$ cat src/nnis_pkg.sv
// Shared constants, codes and types for the nearest-neighbour image scaler.
// Depends on nothing; the interfaces, the top level and nnis_geom import it.
package nnis_pkg;

    // Default frame-store geometry
    localparam int MAX_WIDTH_DEF  = 256;
    localparam int MAX_HEIGHT_DEF = 256;

    // Field widths
    localparam int PIX_W      = 24;
    localparam int CH_W       = 8;
    localparam int CFG_IDX_W  = 2;
    localparam int CFG_DATA_W = 10;
    localparam int IN_DIM_W   = 9;
    localparam int P_W        = 10;
    localparam int STATUS_W   = 2;

    // Geometry arithmetic widths, sized for frame dimensions up to 4096
    localparam int DIM_W     = 13;
    localparam int PROD_W    = DIM_W + P_W;
    localparam int OUT_DIM_W = PROD_W - 6;
    localparam int Q_W       = 7;

    localparam int PCT_BASE = 100;

    // Register indexes
    localparam logic [CFG_IDX_W-1:0] REG_IN_WIDTH  = 2'd0;
    localparam logic [CFG_IDX_W-1:0] REG_IN_HEIGHT = 2'd1;
    localparam logic [CFG_IDX_W-1:0] REG_SCALE     = 2'd2;

    // Register reset values
    localparam logic [IN_DIM_W-1:0] IN_WIDTH_RST  = 9'd256;
    localparam logic [IN_DIM_W-1:0] IN_HEIGHT_RST = 9'd256;
    localparam logic [P_W-1:0]      SCALE_RST     = 10'd100;

    // Opcodes
    localparam logic OP_LOAD  = 1'b0;
    localparam logic OP_FETCH = 1'b1;

    // Result status codes
    localparam logic [STATUS_W-1:0] STATUS_OK         = 2'd0;
    localparam logic [STATUS_W-1:0] STATUS_EMPTY      = 2'd1;
    localparam logic [STATUS_W-1:0] STATUS_NOT_LOADED = 2'd2;

    // Output geometry handed from the setup unit to the datapath
    typedef struct packed {
        logic                 busy;
        logic [OUT_DIM_W-1:0] out_h;
        logic [OUT_DIM_W-1:0] out_w;
        logic [Q_W-1:0]       step_q;
        logic [P_W-1:0]       step_r;
    } geom_t;

endpackage

$ cat src/nnis_div.sv
// Restoring divider, one quotient bit per cycle.
// No dependencies.
module nnis_div #(
    parameter int N = 23
) (
    input  logic         clk,
    input  logic         rst_n,
    input  logic         start,
    input  logic [N-1:0] dividend,
    input  logic [N-1:0] divisor,
    output logic         done,
    output logic [N-1:0] quotient,
    output logic [N-1:0] remainder
);
    localparam int CNT_W = (N > 1) ? $clog2(N) : 1;

    logic             busy_reg;
    logic             done_reg;
    logic [CNT_W-1:0] cnt_reg;
    logic [N-1:0]     rem_reg;
    logic [N-1:0]     quo_reg;
    logic [N-1:0]     dvs_reg;
    logic [N:0]       shifted;
    logic [N:0]       diff;

    always_comb
    begin
        shifted = {rem_reg, quo_reg[N-1]};
        diff    = shifted - {1'b0, dvs_reg};
    end

    always_ff @(posedge clk or negedge rst_n)
    begin
        if (!rst_n)
        begin
            busy_reg <= 1'b0;
            done_reg <= 1'b0;
            cnt_reg  <= '0;
        end
        else if (start)
        begin
            busy_reg <= 1'b1;
            done_reg <= 1'b0;
            cnt_reg  <= '0;
        end
        else if (busy_reg)
        begin
            cnt_reg <= cnt_reg + 1'b1;
            if (cnt_reg == CNT_W'(N - 1))
            begin
                busy_reg <= 1'b0;
                done_reg <= 1'b1;
            end
        end
        else
        begin
            done_reg <= 1'b0;
        end
    end

    // Datapath: restore on a negative trial subtraction
    always_ff @(posedge clk)
    begin
        if (start)
        begin
            rem_reg <= '0;
            quo_reg <= dividend;
            dvs_reg <= divisor;
        end
        else if (busy_reg)
        begin
            rem_reg <= diff[N] ? shifted[N-1:0] : diff[N-1:0];
            if (N > 1)
            begin
                quo_reg <= {quo_reg[N-2:0], ~diff[N]};
            end
            else
            begin
                quo_reg <= N'(~diff[N]);
            end
        end
    end

    assign done      = done_reg;
    assign quotient  = quo_reg;
    assign remainder = rem_reg;
endmodule

$ cat src/nnis_geom.sv
// Output geometry unit: output height and width by reciprocal multiplication, then the
// per-step source increment (quotient and remainder of 100 / scale) on a small divider.
// Depends on nnis_pkg and nnis_div.
module nnis_geom
    import nnis_pkg::*;
(
    input  logic             clk,
    input  logic             rst_n,
    input  logic             start,
    input  logic [DIM_W-1:0] dim_w,
    input  logic [DIM_W-1:0] dim_h,
    input  logic [P_W-1:0]   scale,
    output geom_t            geom
);
    localparam logic [1:0] S_IDLE = 2'd0;
    localparam logic [1:0] S_OH   = 2'd1;
    localparam logic [1:0] S_OW   = 2'd2;
    localparam logic [1:0] S_REC  = 2'd3;

    // floor(x / 100) as (x * RCP_100) >> RCP_SHIFT, exact for any x of PROD_W bits
    localparam int               RCP_W     = 24;
    localparam int               RCP_SHIFT = 30;
    localparam int               MUL_W     = PROD_W + RCP_W;
    localparam logic [RCP_W-1:0] RCP_100   = 24'd10737419;

    logic [1:0]           state_reg;
    logic [1:0]           state_next;
    logic [PROD_W-1:0]    prod_reg;
    logic [OUT_DIM_W-1:0] oh_reg;
    logic [OUT_DIM_W-1:0] ow_reg;
    logic [Q_W-1:0]       q_reg;
    logic [P_W-1:0]       r_reg;
    logic [MUL_W-1:0]     rcp_prod;
    logic [OUT_DIM_W-1:0] rcp_quo;
    logic                 div_start;
    logic [P_W-1:0]       div_dividend;
    logic                 div_done;
    logic [P_W-1:0]       div_quo;
    logic [P_W-1:0]       div_rem;
    logic                 scale_zero;

    assign scale_zero   = (scale == '0);
    assign div_dividend = P_W'(PCT_BASE);
    assign rcp_prod     = MUL_W'(prod_reg) * MUL_W'(RCP_100);
    assign rcp_quo      = rcp_prod[RCP_SHIFT +: OUT_DIM_W];

    // Sequence: output height, output width, then 100 / scale unless the scale is zero
    always_comb
    begin
        state_next = state_reg;
        div_start  = 1'b0;
        if (start)
        begin
            state_next = S_OH;
        end
        else
        begin
            case (state_reg)
                S_OH:
                begin
                    state_next = S_OW;
                end
                S_OW:
                begin
                    if (!scale_zero)
                    begin
                        div_start  = 1'b1;
                        state_next = S_REC;
                    end
                    else
                    begin
                        state_next = S_IDLE;
                    end
                end
                S_REC:
                begin
                    if (div_done)
                    begin
                        state_next = S_IDLE;
                    end
                end
                default:
                begin
                    state_next = S_IDLE;
                end
            endcase
        end
    end

    always_ff @(posedge clk or negedge rst_n)
    begin
        if (!rst_n)
        begin
            state_reg <= S_IDLE;
        end
        else
        begin
            state_reg <= state_next;
        end
    end

    always_ff @(posedge clk)
    begin
        if (start)
        begin
            prod_reg <= PROD_W'(dim_h) * PROD_W'(scale);
        end
        else
        begin
            case (state_reg)
                S_OH:
                begin
                    oh_reg   <= rcp_quo;
                    prod_reg <= PROD_W'(dim_w) * PROD_W'(scale);
                end
                S_OW:
                begin
                    ow_reg <= rcp_quo;
                    if (scale_zero)
                    begin
                        q_reg <= '0;
                        r_reg <= '0;
                    end
                end
                S_REC:
                begin
                    if (div_done)
                    begin
                        q_reg <= div_quo[Q_W-1:0];
                        r_reg <= div_rem;
                    end
                end
                default:
                begin
                    q_reg <= q_reg;
                end
            endcase
        end
    end

    nnis_div #(
        .N (P_W)
    ) u_div (
        .clk       (clk),
        .rst_n     (rst_n),
        .start     (div_start),
        .dividend  (div_dividend),
        .divisor   (scale),
        .done      (div_done),
        .quotient  (div_quo),
        .remainder (div_rem)
    );

    assign geom.busy   = start || (state_reg != S_IDLE);
    assign geom.out_h  = oh_reg;
    assign geom.out_w  = ow_reg;
    assign geom.step_q = q_reg;
    assign geom.step_r = r_reg;
endmodule
$ cat config.mk
export PLATFORM = sky130hd
export DESIGN_NAME = nnis_geom
export DESIGN_NICKNAME = d
export VERILOG_FILES = /design/src/nnis_pkg.sv /design/src/nnis_div.sv /design/src/nnis_geom.sv
export SDC_FILE = /design/constraint.sdc
export NUM_CORES = 1
export LEC_CHECK = 0
export ABC_AREA = 1
export BUFFER_PORTS_ARGS = -buffer_cell sky130_fd_sc_hd__buf_2
export CORE_ASPECT_RATIO = 1.2
export CORE_MARGIN = 2
export CORE_UTILIZATION = 70
export DETAILED_ROUTE_END_ITERATION = 12
export HOLD_SLACK_MARGIN = 0.12
export PLACE_DENSITY_LB_ADDON = 0.12
export SLEW_MARGIN = 20
export SYNTH_ARGS = -nofsm -noshare
export SYNTH_HDL_FRONTEND = slang
export SYNTH_SLANG_ARGS = --single-unit
$ cat constraint.sdc
create_clock -name clk -period 9.95 [get_ports clk]
set_input_delay 0 -clock clk [delete_from_list [all_inputs] [get_ports clk]]
set_output_delay 0 -clock clk [all_outputs]
set_load 0.02 [all_outputs]
# Yosys cells after proc, flatten, opt, wreduce, memory -nomap -nowiden

Index checks and enable logic that the tools add are counted.

Bits in latches: 0
Input bits: 39
Bits in read-only memories: 0
Output and inout bits: 52
Memories: 0
Logic and storage cells: 60
Register bits after elaboration: 112
Bits in writable memories: 0

Order comparisons: 0
Bitwise operators: 2
Shifts and indexed selects: 0
Equal/unequal tests: 8
Divide/modulo/power cells: 0
Mux-type cells: 24
Reductions and logical operators: 9
$mul: 3
Add/subtract/negate cells: 2

Operators with widths:

| kind                                                                    | number |
|---|---|
| 23-bit by 24-bit multiplier with 47-bit output, second input constant   | 1 |
| 13-bit by 10-bit multiplier with 23-bit output                          | 2 |
| 23-bit 2-to-1 mux                                                       | 2 |
| 10-bit 2-to-1 mux                                                       | 3 |
| 10-bit one-hot mux with 2 select lines                                  | 1 |
| 7-bit 2-to-1 mux                                                        | 2 |
| 7-bit one-hot mux with 2 select lines                                   | 1 |
| 11-bit by 10-bit subtractor with 11-bit output                          | 1 |
| 10-bit zero test                                                        | 1 |
| 1-bit 2-to-1 mux                                                        | 9 |
| 4-bit 2-to-1 mux                                                        | 2 |
| 2-bit nonzero test                                                      | 4 |
| 2-bit 2-to-1 mux                                                        | 3 |
| 2-bit one-hot mux with 3 select lines                                   | 1 |
| 4-bit by 1-bit adder with 4-bit output, second input constant           | 1 |
| 2-bit == test, second input constant                                    | 2 |
| 4-bit == test, second input constant                                    | 1 |
| 2-bit AND reduction                                                     | 2 |
| 4-bit AND reduction                                                     | 1 |
| 3-bit by 2-bit inequality test with 1-bit output, second input constant | 1 |
| 3-bit inequality test, second input constant                            | 1 |
| 2-bit by 1-bit == test with 1-bit output, second input constant         | 1 |
| 2-bit by 1-bit inequality test with 1-bit output, second input constant | 1 |
| 2-bit inequality test, second input constant                            | 1 |
| other kinds (2)                                                         | 3 |

# Depth between registers and ports, before layout

Gate-level depths: netlist (run 1).

Depth in word-level cells: 5
Gate-level depth with buffers: 28
Gate-level depth less buffers: 28

# Cells and area by module

Synthesis (run 1) repeated with hierarchy kept, for this count alone.

Cells, all modules: 3,291
Area total of the unflattened synthesis: 25,175.4 µm²

Modules (own cells, without submodules):

| module    | cells each | seq. area each (µm²) | area each (µm²) | times used |
|---|---|---|---|---|
| nnis_geom | 3,022      | 2,272.2              | 23,084.6        | 1 |
| nnis_div  | 269        | 950.9                | 2,090.8         | 1 |

# Least setup slack after synthesis (run 1)

OpenSTA, ideal clock, no wires.

Kind: register -> register
Start point: register prod_reg[6]
End point: register oh_reg[16] (data pin)
Path slack: 4.430 ns
Arrival time: 5.263 ns
Period minus slack after synthesis: 5.520 ns
Cell stages (with the launch flop): 24
Required time: 9.693 ns
Path buffers: 0
Cell sequence: edfxtp_1 > inv_1 > fa_1 > inv_1 > fa_1 > inv_1 > fa_1 > fa_1 > inv_1 > fa_1 > fa_1 > inv_1 > fa_1 > inv_1 > ha_1 > nand2_1 > inv_1 > nand2_1 > nor2_1 > nand2_1 > nor2_1 > nand2_1 > nand4_1 > nand2_1

Longest elaborated chain between the ends: 1

RTL lines:

| what                                           | line             | source |
|---|---|---|
| start, declared                                | nnis_geom.sv:28  | `logic [PROD_W-1:0] prod_reg;` |
| start signal, assigned                         | nnis_geom.sv:106 | `prod_reg <= PROD_W'(dim_h) * PROD_W'(scale);` |
| start signal, assigned                         | nnis_geom.sv:114 | `prod_reg <= PROD_W'(dim_w) * PROD_W'(scale);` |
| 23-bit by 24-bit multiplier with 47-bit output | nnis_geom.sv:44  | `assign rcp_prod = MUL_W'(prod_reg) * MUL_W'(RCP_100);` |
| net rcp_prod[46]                               | nnis_geom.sv:33  | `logic [MUL_W-1:0] rcp_prod;` |
| end signal, assigned                           | nnis_geom.sv:113 | `oh_reg <= rcp_quo;` |
| end, declared                                  | nnis_geom.sv:29  | `logic [OUT_DIM_W-1:0] oh_reg;` |

The timed path passes the listed nets, and every way through them passes these cells.
A chain may end at the register's enable or synchronous reset.

# Final worst setup path (run 1)

Start point: register prod_reg[6]
End point: register ow_reg[6] (data pin)

Longest elaborated chain between the ends: 1

RTL lines:

| what                                           | line             | source |
|---|---|---|
| 23-bit by 24-bit multiplier with 47-bit output | nnis_geom.sv:44  |  |
| net rcp_prod[36]                               | nnis_geom.sv:33  |  |
| end signal, assigned                           | nnis_geom.sv:118 | `ow_reg <= rcp_quo;` |
| end, declared                                  | nnis_geom.sv:30  | `logic [OUT_DIM_W-1:0] ow_reg;` |

The timed path passes the listed nets, and every way through them passes these cells.

==> impl_metrics.ini, run 1 <==
[sta]
final_hold_viol_count = 0
slew_headroom = 0.270
min_period_ns = 6.02
clock_skew_ns = 0.0231
fin_crit_sh = 0.605
rsz0062_at_grt = false
worst_slew_pin_slew_ns = 1.09
setup_violations = 0
drv_slew = 0
tns_ns = 0
clock.fmax_mhz = 166

[route]
vias = 20600
drt_iter0_markers = 1482
drt-total-wl_mm = 65.7
vias_per_cell = 5.44
drc_errors = 0
drt_first_pass_iters = 9
ant_nets = 0
wl_per_cell_um = 17.4

[logic_synthesis]
synth_flop_cell = edfxtp_1
syn-num-nets = 4060
yosys.area.top_type_share = 0.294
synth_area_per_cell_um2 = 7.64
yosys-top-cells-area = fa_1 29%, ha_1 19%, nand2_1 14%
netlist_instances = 3278
synth_edf_count = 84
yosysWarningCount = 0
yosysUniqueCellTypes = 42
synth_seq_cells = 112
yosysSeqAreaShare = 0.125
syn-cell-area_um2 = 25000
async_flop_share = 0.0714
synth_top_area_cell = fa_1

[setup_path]
cp_max_fo = 7
required_ns = 10.08
ff2ff_setup_slack_ns = 3.93
worstSetupPathType = reg -> reg
worstPathArrival_ns = 6.14
end_kind = register
critPathLaunchType = register

[grt]
antenna_found_initial = 0
grt.total_usage = 0.373
grt_first_pass_wirelength_mm = 108
grt_pass1_vias = 22000
grt_max_degree = 33
gr-total-overflow = 0

[cts]
hold_buffers = 3
cts_made_buffers = 9
cts_sinks = 112
htreeDepth = 3
clk_latency_ns = 0.39
cts_buffer_depth = 2
root_buffer = clkbuf_16
cts_setup_buffers = 0
path_clk_slew_ns = 0.09
post_cts_resized = 0
cts_tree = built

[final_layout]
layout-drive-gt1-share = 0.0373
diodes = 0
nFillCells = 2756
nets = 4098
area_growth_syn_to_layout_pct = 4.25
largest_reg_flops = 23
final_common_cell = nand2_1
final_cell_mix = 959 x nand2_1, 926 x inv_1, 375 x ha_1

[floorplanning]
fp.dieArea_um2 = 37300
core_area_um2 = 35100
die_width_um = 177
initial_core_util = 0.714
pin_count = 91
row_count = 75
die_h_um = 211

[outcome]
status = finished clean

[hold_path]
hold_class = in -> reg

[job]
maxCapViolCount = 0

[place]
hpwlAfterDp_mm = 56.6
portBuffers = 90
gp_congestion = 1.07
==> layer usage <==
layer / up-vias / routed length [um] / track usage
li1: 9734 / - / -
met1: 9764 / 23600 / 0.403
met2: 819 / 33900 / 0.689
met3: 256 / 3840 / 0.0560
met4: 0 / 4350 / 0.218
met5: - / 0 / 0
==> Yosys cell counts (all sizes together), types with 3 or more instances <==
library cell,n
nand4,23
dfrtp,8
edfxtp,84
fa,368
buf,29
ha,375
nor2,152
a21oi,61
and2,7
nand3,101
o21ai,32
a21o,3
clkbuf,40
o22ai,5
nor3,13
o21bai,11
xnor2,8
xor2,9
inv,927
nand2,962
dfxtp,20
nand3b,32
==> per-stage QoR <==
step	hold WS [ns]	utilization	worst slack, ns	instance area, um^2	std cells
6_report	0.179	0.744	3.93	26100	3783
5_1_grt	0.199	0.744	3.56	26100	3783
4_1_cts	0.159	0.744	3.91	26100	3783
3_3_place_gp	-0.149	0.734	4.04	25800	3764
3_5_place_dp	-0.141	0.734	3.95	25800	3764
2_1_floorplan	-0.296	-	4.43	25000	3278
==> final cells by class <==
type	count	area, um^2	share of cell area
multi-input combinational	2169	18100	0.693
timing repair buffer	96	503	0.0193
clock buffer	9	225	0.00863
sequential	112	3120	0.120
inverter	928	3490	0.134
clock inverter	7	93.8	0.00359
tap	462	578	0.0221
==> path summary, 6_finish.rpt <==
kind	startpoint	end	cells after the start
max in group asynchronous	rst_n	u_div.cnt_reg[0]$_DFFE_PN0P_	3
worst min-delay path	scale[0]	u_div.dvs_reg[0]$_DFFE_PP_	1
worst max register to register	prod_reg[6]$_DFFE_PP_	ow_reg[6]$_DFFE_PP_	21
worst min register to register	u_div.quotient[8]$_SDFFE_PP0P_	u_div.quotient[9]$_SDFFE_PP0P_	2
worst max-delay path	prod_reg[6]$_DFFE_PP_	ow_reg[6]$_DFFE_PP_	21
min in group asynchronous	rst_n	state_reg[0]$_DFFE_PN0P_	3
==> critical path, cell delays in order, from the launching register on <==
cell	delay, ns
edfxtp_1	0.53
inv_1	0.16
fa_1	0.52
inv_1	0.08
fa_1	0.52
inv_1	0.05
fa_1	0.48
fa_1	0.53
inv_1	0.06
fa_1	0.44
fa_1	0.51
inv_1	0.05
fa_1	0.48
inv_1	0.04
ha_1	0.31
nand2_1	0.13
nor2_1	0.23
nand2_1	0.11
nor2_1	0.14
nand4_1	0.16
nand4_1	0.15
nand2_1	0.07
==> logic make-up (layout without fill, tap and decap cells) <==
logic type	after synthesis	in the layout	share of synthesized area
buffers and inverters	997	1040	0.153
and+or+nand+nor	1294	1294	0.210
AOI/OAI and AO/OA	115	115	0.0251
DFF	112	112	0.125
adders and majority gates	743	743	0.481
xor gates and xnor gates	17	17	0.00595
Power of run 1 is not shown: default switching activity piles up to over one toggle a cycle in this logic, so the estimate is an artifact.
==> run 2: changes to the inputs <==
--- a/config.mk
+++ b/config.mk
@@ -5,11 +5,11 @@
 export SDC_FILE = /design/constraint.sdc
 export NUM_CORES = 1
 export LEC_CHECK = 0
-export ABC_AREA = 1
+export ABC_AREA = 0
 export BUFFER_PORTS_ARGS = -buffer_cell sky130_fd_sc_hd__buf_2
 export CORE_ASPECT_RATIO = 1.2
 export CORE_MARGIN = 2
-export CORE_UTILIZATION = 70
+export CORE_UTILIZATION = 59
 export DETAILED_ROUTE_END_ITERATION = 12
 export HOLD_SLACK_MARGIN = 0.12
 export PLACE_DENSITY_LB_ADDON = 0.12
==> constraint.sdc (replaced) <==
create_clock -name clk -period 5 [get_ports clk]
set_input_delay 0 -clock clk [delete_from_list [all_inputs] [get_ports clk]]
set_output_delay 0 -clock clk [all_outputs]
set_load 0.02 [all_outputs]
==> impl_metrics.ini, run 2 <==
[route]
ant_nets = 0
vias_per_cell = 5.37
vias = 16500
drt-total-wl_mm = 53.7
wl_per_cell_um = 17.5
drt_iter0_markers = 790
drc_errors = 0
drt_first_pass_iters = 5

[logic_synthesis]
yosysWarningCount = 0
yosys-top-cells-area = fa_1 33%, ha_1 21%, edfxtp_1 11%
synth-simple-area-share = 0.112
netlist_instances = 2243
synth_fa_ha_area_frac = 0.547
synth_common_cells = 511 x inv_1, 375 x ha_1, 368 x fa_1, 212 x nand2_1, 124 x and2_1
async_flop_share = 0.0714
synth_area_per_cell_um2 = 9.83
synth_flop_cell = edfxtp_1
syn-num-nets = 3025
synthMuxAreaShare = 0.0115
synth_most_common_cell = inv_1
synth_compound_area_frac = 0.0663
yosys.area.top_type_share = 0.334
synth_top_family_by_area = adder cells
synth_edf_count = 84
yosysUniqueCellTypes = 68
synth_top_area_cell = fa_1
synthXorXnorAreaFrac = 0.0230
syn-cell-area_um2 = 22000
synth_seq_cells = 112
yosysSeqAreaShare = 0.142

[floorplanning]
row_count = 77
fp.dieArea_um2 = 38900
initial_core_util = 0.599
pin_count = 91
die_h_um = 216
die_width_um = 180
core_area_um2 = 36800

[sta]
setup_violations = 34
clock_skew_ns = 0.0140
min_period_ns = 6.16
fin_crit_sh = 1.23
tns_ns = -36.19
rsz0062_at_grt = true
slew_headroom = 0.272
clock.fmax_mhz = 162
drv_slew = 0
final_hold_viol_count = 0
worst_slew_pin_slew_ns = 1.09
final.setup.worst_slack_ns = -1.16

[job]
maxCapViolCount = 0

[grt]
antenna_found_initial = 0
grt_first_pass_wirelength_mm = 87.5
gr-total-overflow = 0
grt.total_usage = 0.283
grt_max_degree = 47
grt_pass1_vias = 17900

[final_layout]
nets = 3376
final_common_cell = inv_1
diodes = 0
layout-drive-gt1-share = 0.200
final_cell_mix = 497 x inv_1, 359 x ha_1, 358 x fa_1
largest_reg_flops = 23
final_area_um2 = 26000
utilization = 0.708
area_growth_syn_to_layout_pct = 18.2

[outcome]
status = complete, but fails checks
violations = setup timing

[place]
portBuffers = 90
hpwlAfterDp_mm = 46.3
place_area_um2 = 25100
gp_congestion = 0.942

[setup_path]
cpPeakStageDelay_ns = 0.53
slowest_stage = fa_2
critPathLaunchType = register
required_ns = 5.10
worstSetupPathType = reg -> reg
crit_family = adder cells
worstPathArrival_ns = 6.26
cp_max_fo = 3
critPathMostFrequentCell = fa_1
path_cells = fa_2 -> fa_1 -> inv_1 -> fa_1 -> inv_1 -> fa_1 -> fa_1 -> fa_1 -> inv_1 -> fa_1 -> inv_1 -> ha_4 -> nand2_2 -> nor3_2 -> buf_4 -> nand4_1 -> o21ai_4 -> buf_6 -> or3_4 -> buf_6 -> nand3_2 -> o21ai_2 -> xnor2_1
end_kind = register
crit_buf_inv = 7

[cts]
clk_latency_ns = 0.37
path_clk_slew_ns = 0.09
cts_buffer_depth = 2
root_buffer = clkbuf_16
cts_made_buffers = 9
cts_sinks = 112
cts_tree = built
htreeDepth = 3

[hold_path]
hold_class = in -> reg
-- run 2: kinds of logic (layout without fill, tap and decap cells) --
logic type               after synthesis  in the layout
multiplexers                          25             25
AND/OR/NAND/NOR                      501            501
buffers and inverters                578            934
adder cells (fa/ha/maj)              743            743
AO/OA/AOI/OAI                        226            226
flip-flops                           112            112
XOR/XNOR                              58             58
-- run 2: what timing repair did --
action	CTS	global route
hold buffers	3	2
setup buffers	10	7
gates resized for setup	23	74
endpoints found under the setup margin	36	39
hold endpoints to repair	9	2
pin swaps	18	38
-- run 2: layout make-up --
class                           count  area (um^2)
Clock buffer                        9          225
Sequential cell                   112         3120
Tap cell                          474          593
Multi-Input combinational cell   1553        17200
Clock inverter                      7         73.8
Inverter                          511         1920
Timing Repair Buffer              407         2920
Fill cell                        2826        10800
-- run 2: final timing paths --
check,from,endpoint,slack (ns),cells past startpoint
hold reg to reg,u_div.quotient[5]$_SDFFE_PP1P_,u_div.quotient[6]$_SDFFE_PP1P_,0.50,2
min in group asynchronous,rst_n,u_div.cnt_reg[3]$_DFFE_PN0P_,0.67,3
setup / recovery,prod_reg[4]$_DFFE_PP_,ow_reg[16]$_DFFE_PP_,-1.16,23
hold / removal,scale[0],u_div.dvs_reg[0]$_DFFE_PP_,0.13,1
setup reg to reg,prod_reg[4]$_DFFE_PP_,ow_reg[16]$_DFFE_PP_,-1.16,23
max in group asynchronous,rst_n,u_div.busy_reg$_DFF_PN0_,4.04,3
-- run 2: metrics by stage --
stage               std cells  setup slack [ns]  hold slack (ns)
floorplan                2243            -0.998           -0.296
global placement         3036             -1.15           -0.150
detailed placement       3036             -1.24           -0.148
CTS                      3064             -1.19            0.132
global route             3073             -1.41            0.151
finish                   3073             -1.16            0.130
-- run 2: per-layer routing --
| metal | track usage | vias up | part of all wire |
|---|---|---|---|
| met4 | 0.117 | 0 | 0.041 |
| met2 | 0.523 | 408 | 0.52 |
| met3 | 0.0297 | 113 | 0.041 |
| met1 | 0.336 | 8205 | 0.40 |
| met5 | 0 | - | 0 |
| li1 | - | 7775 | - |
Power of run 2 is left out for the same reason.
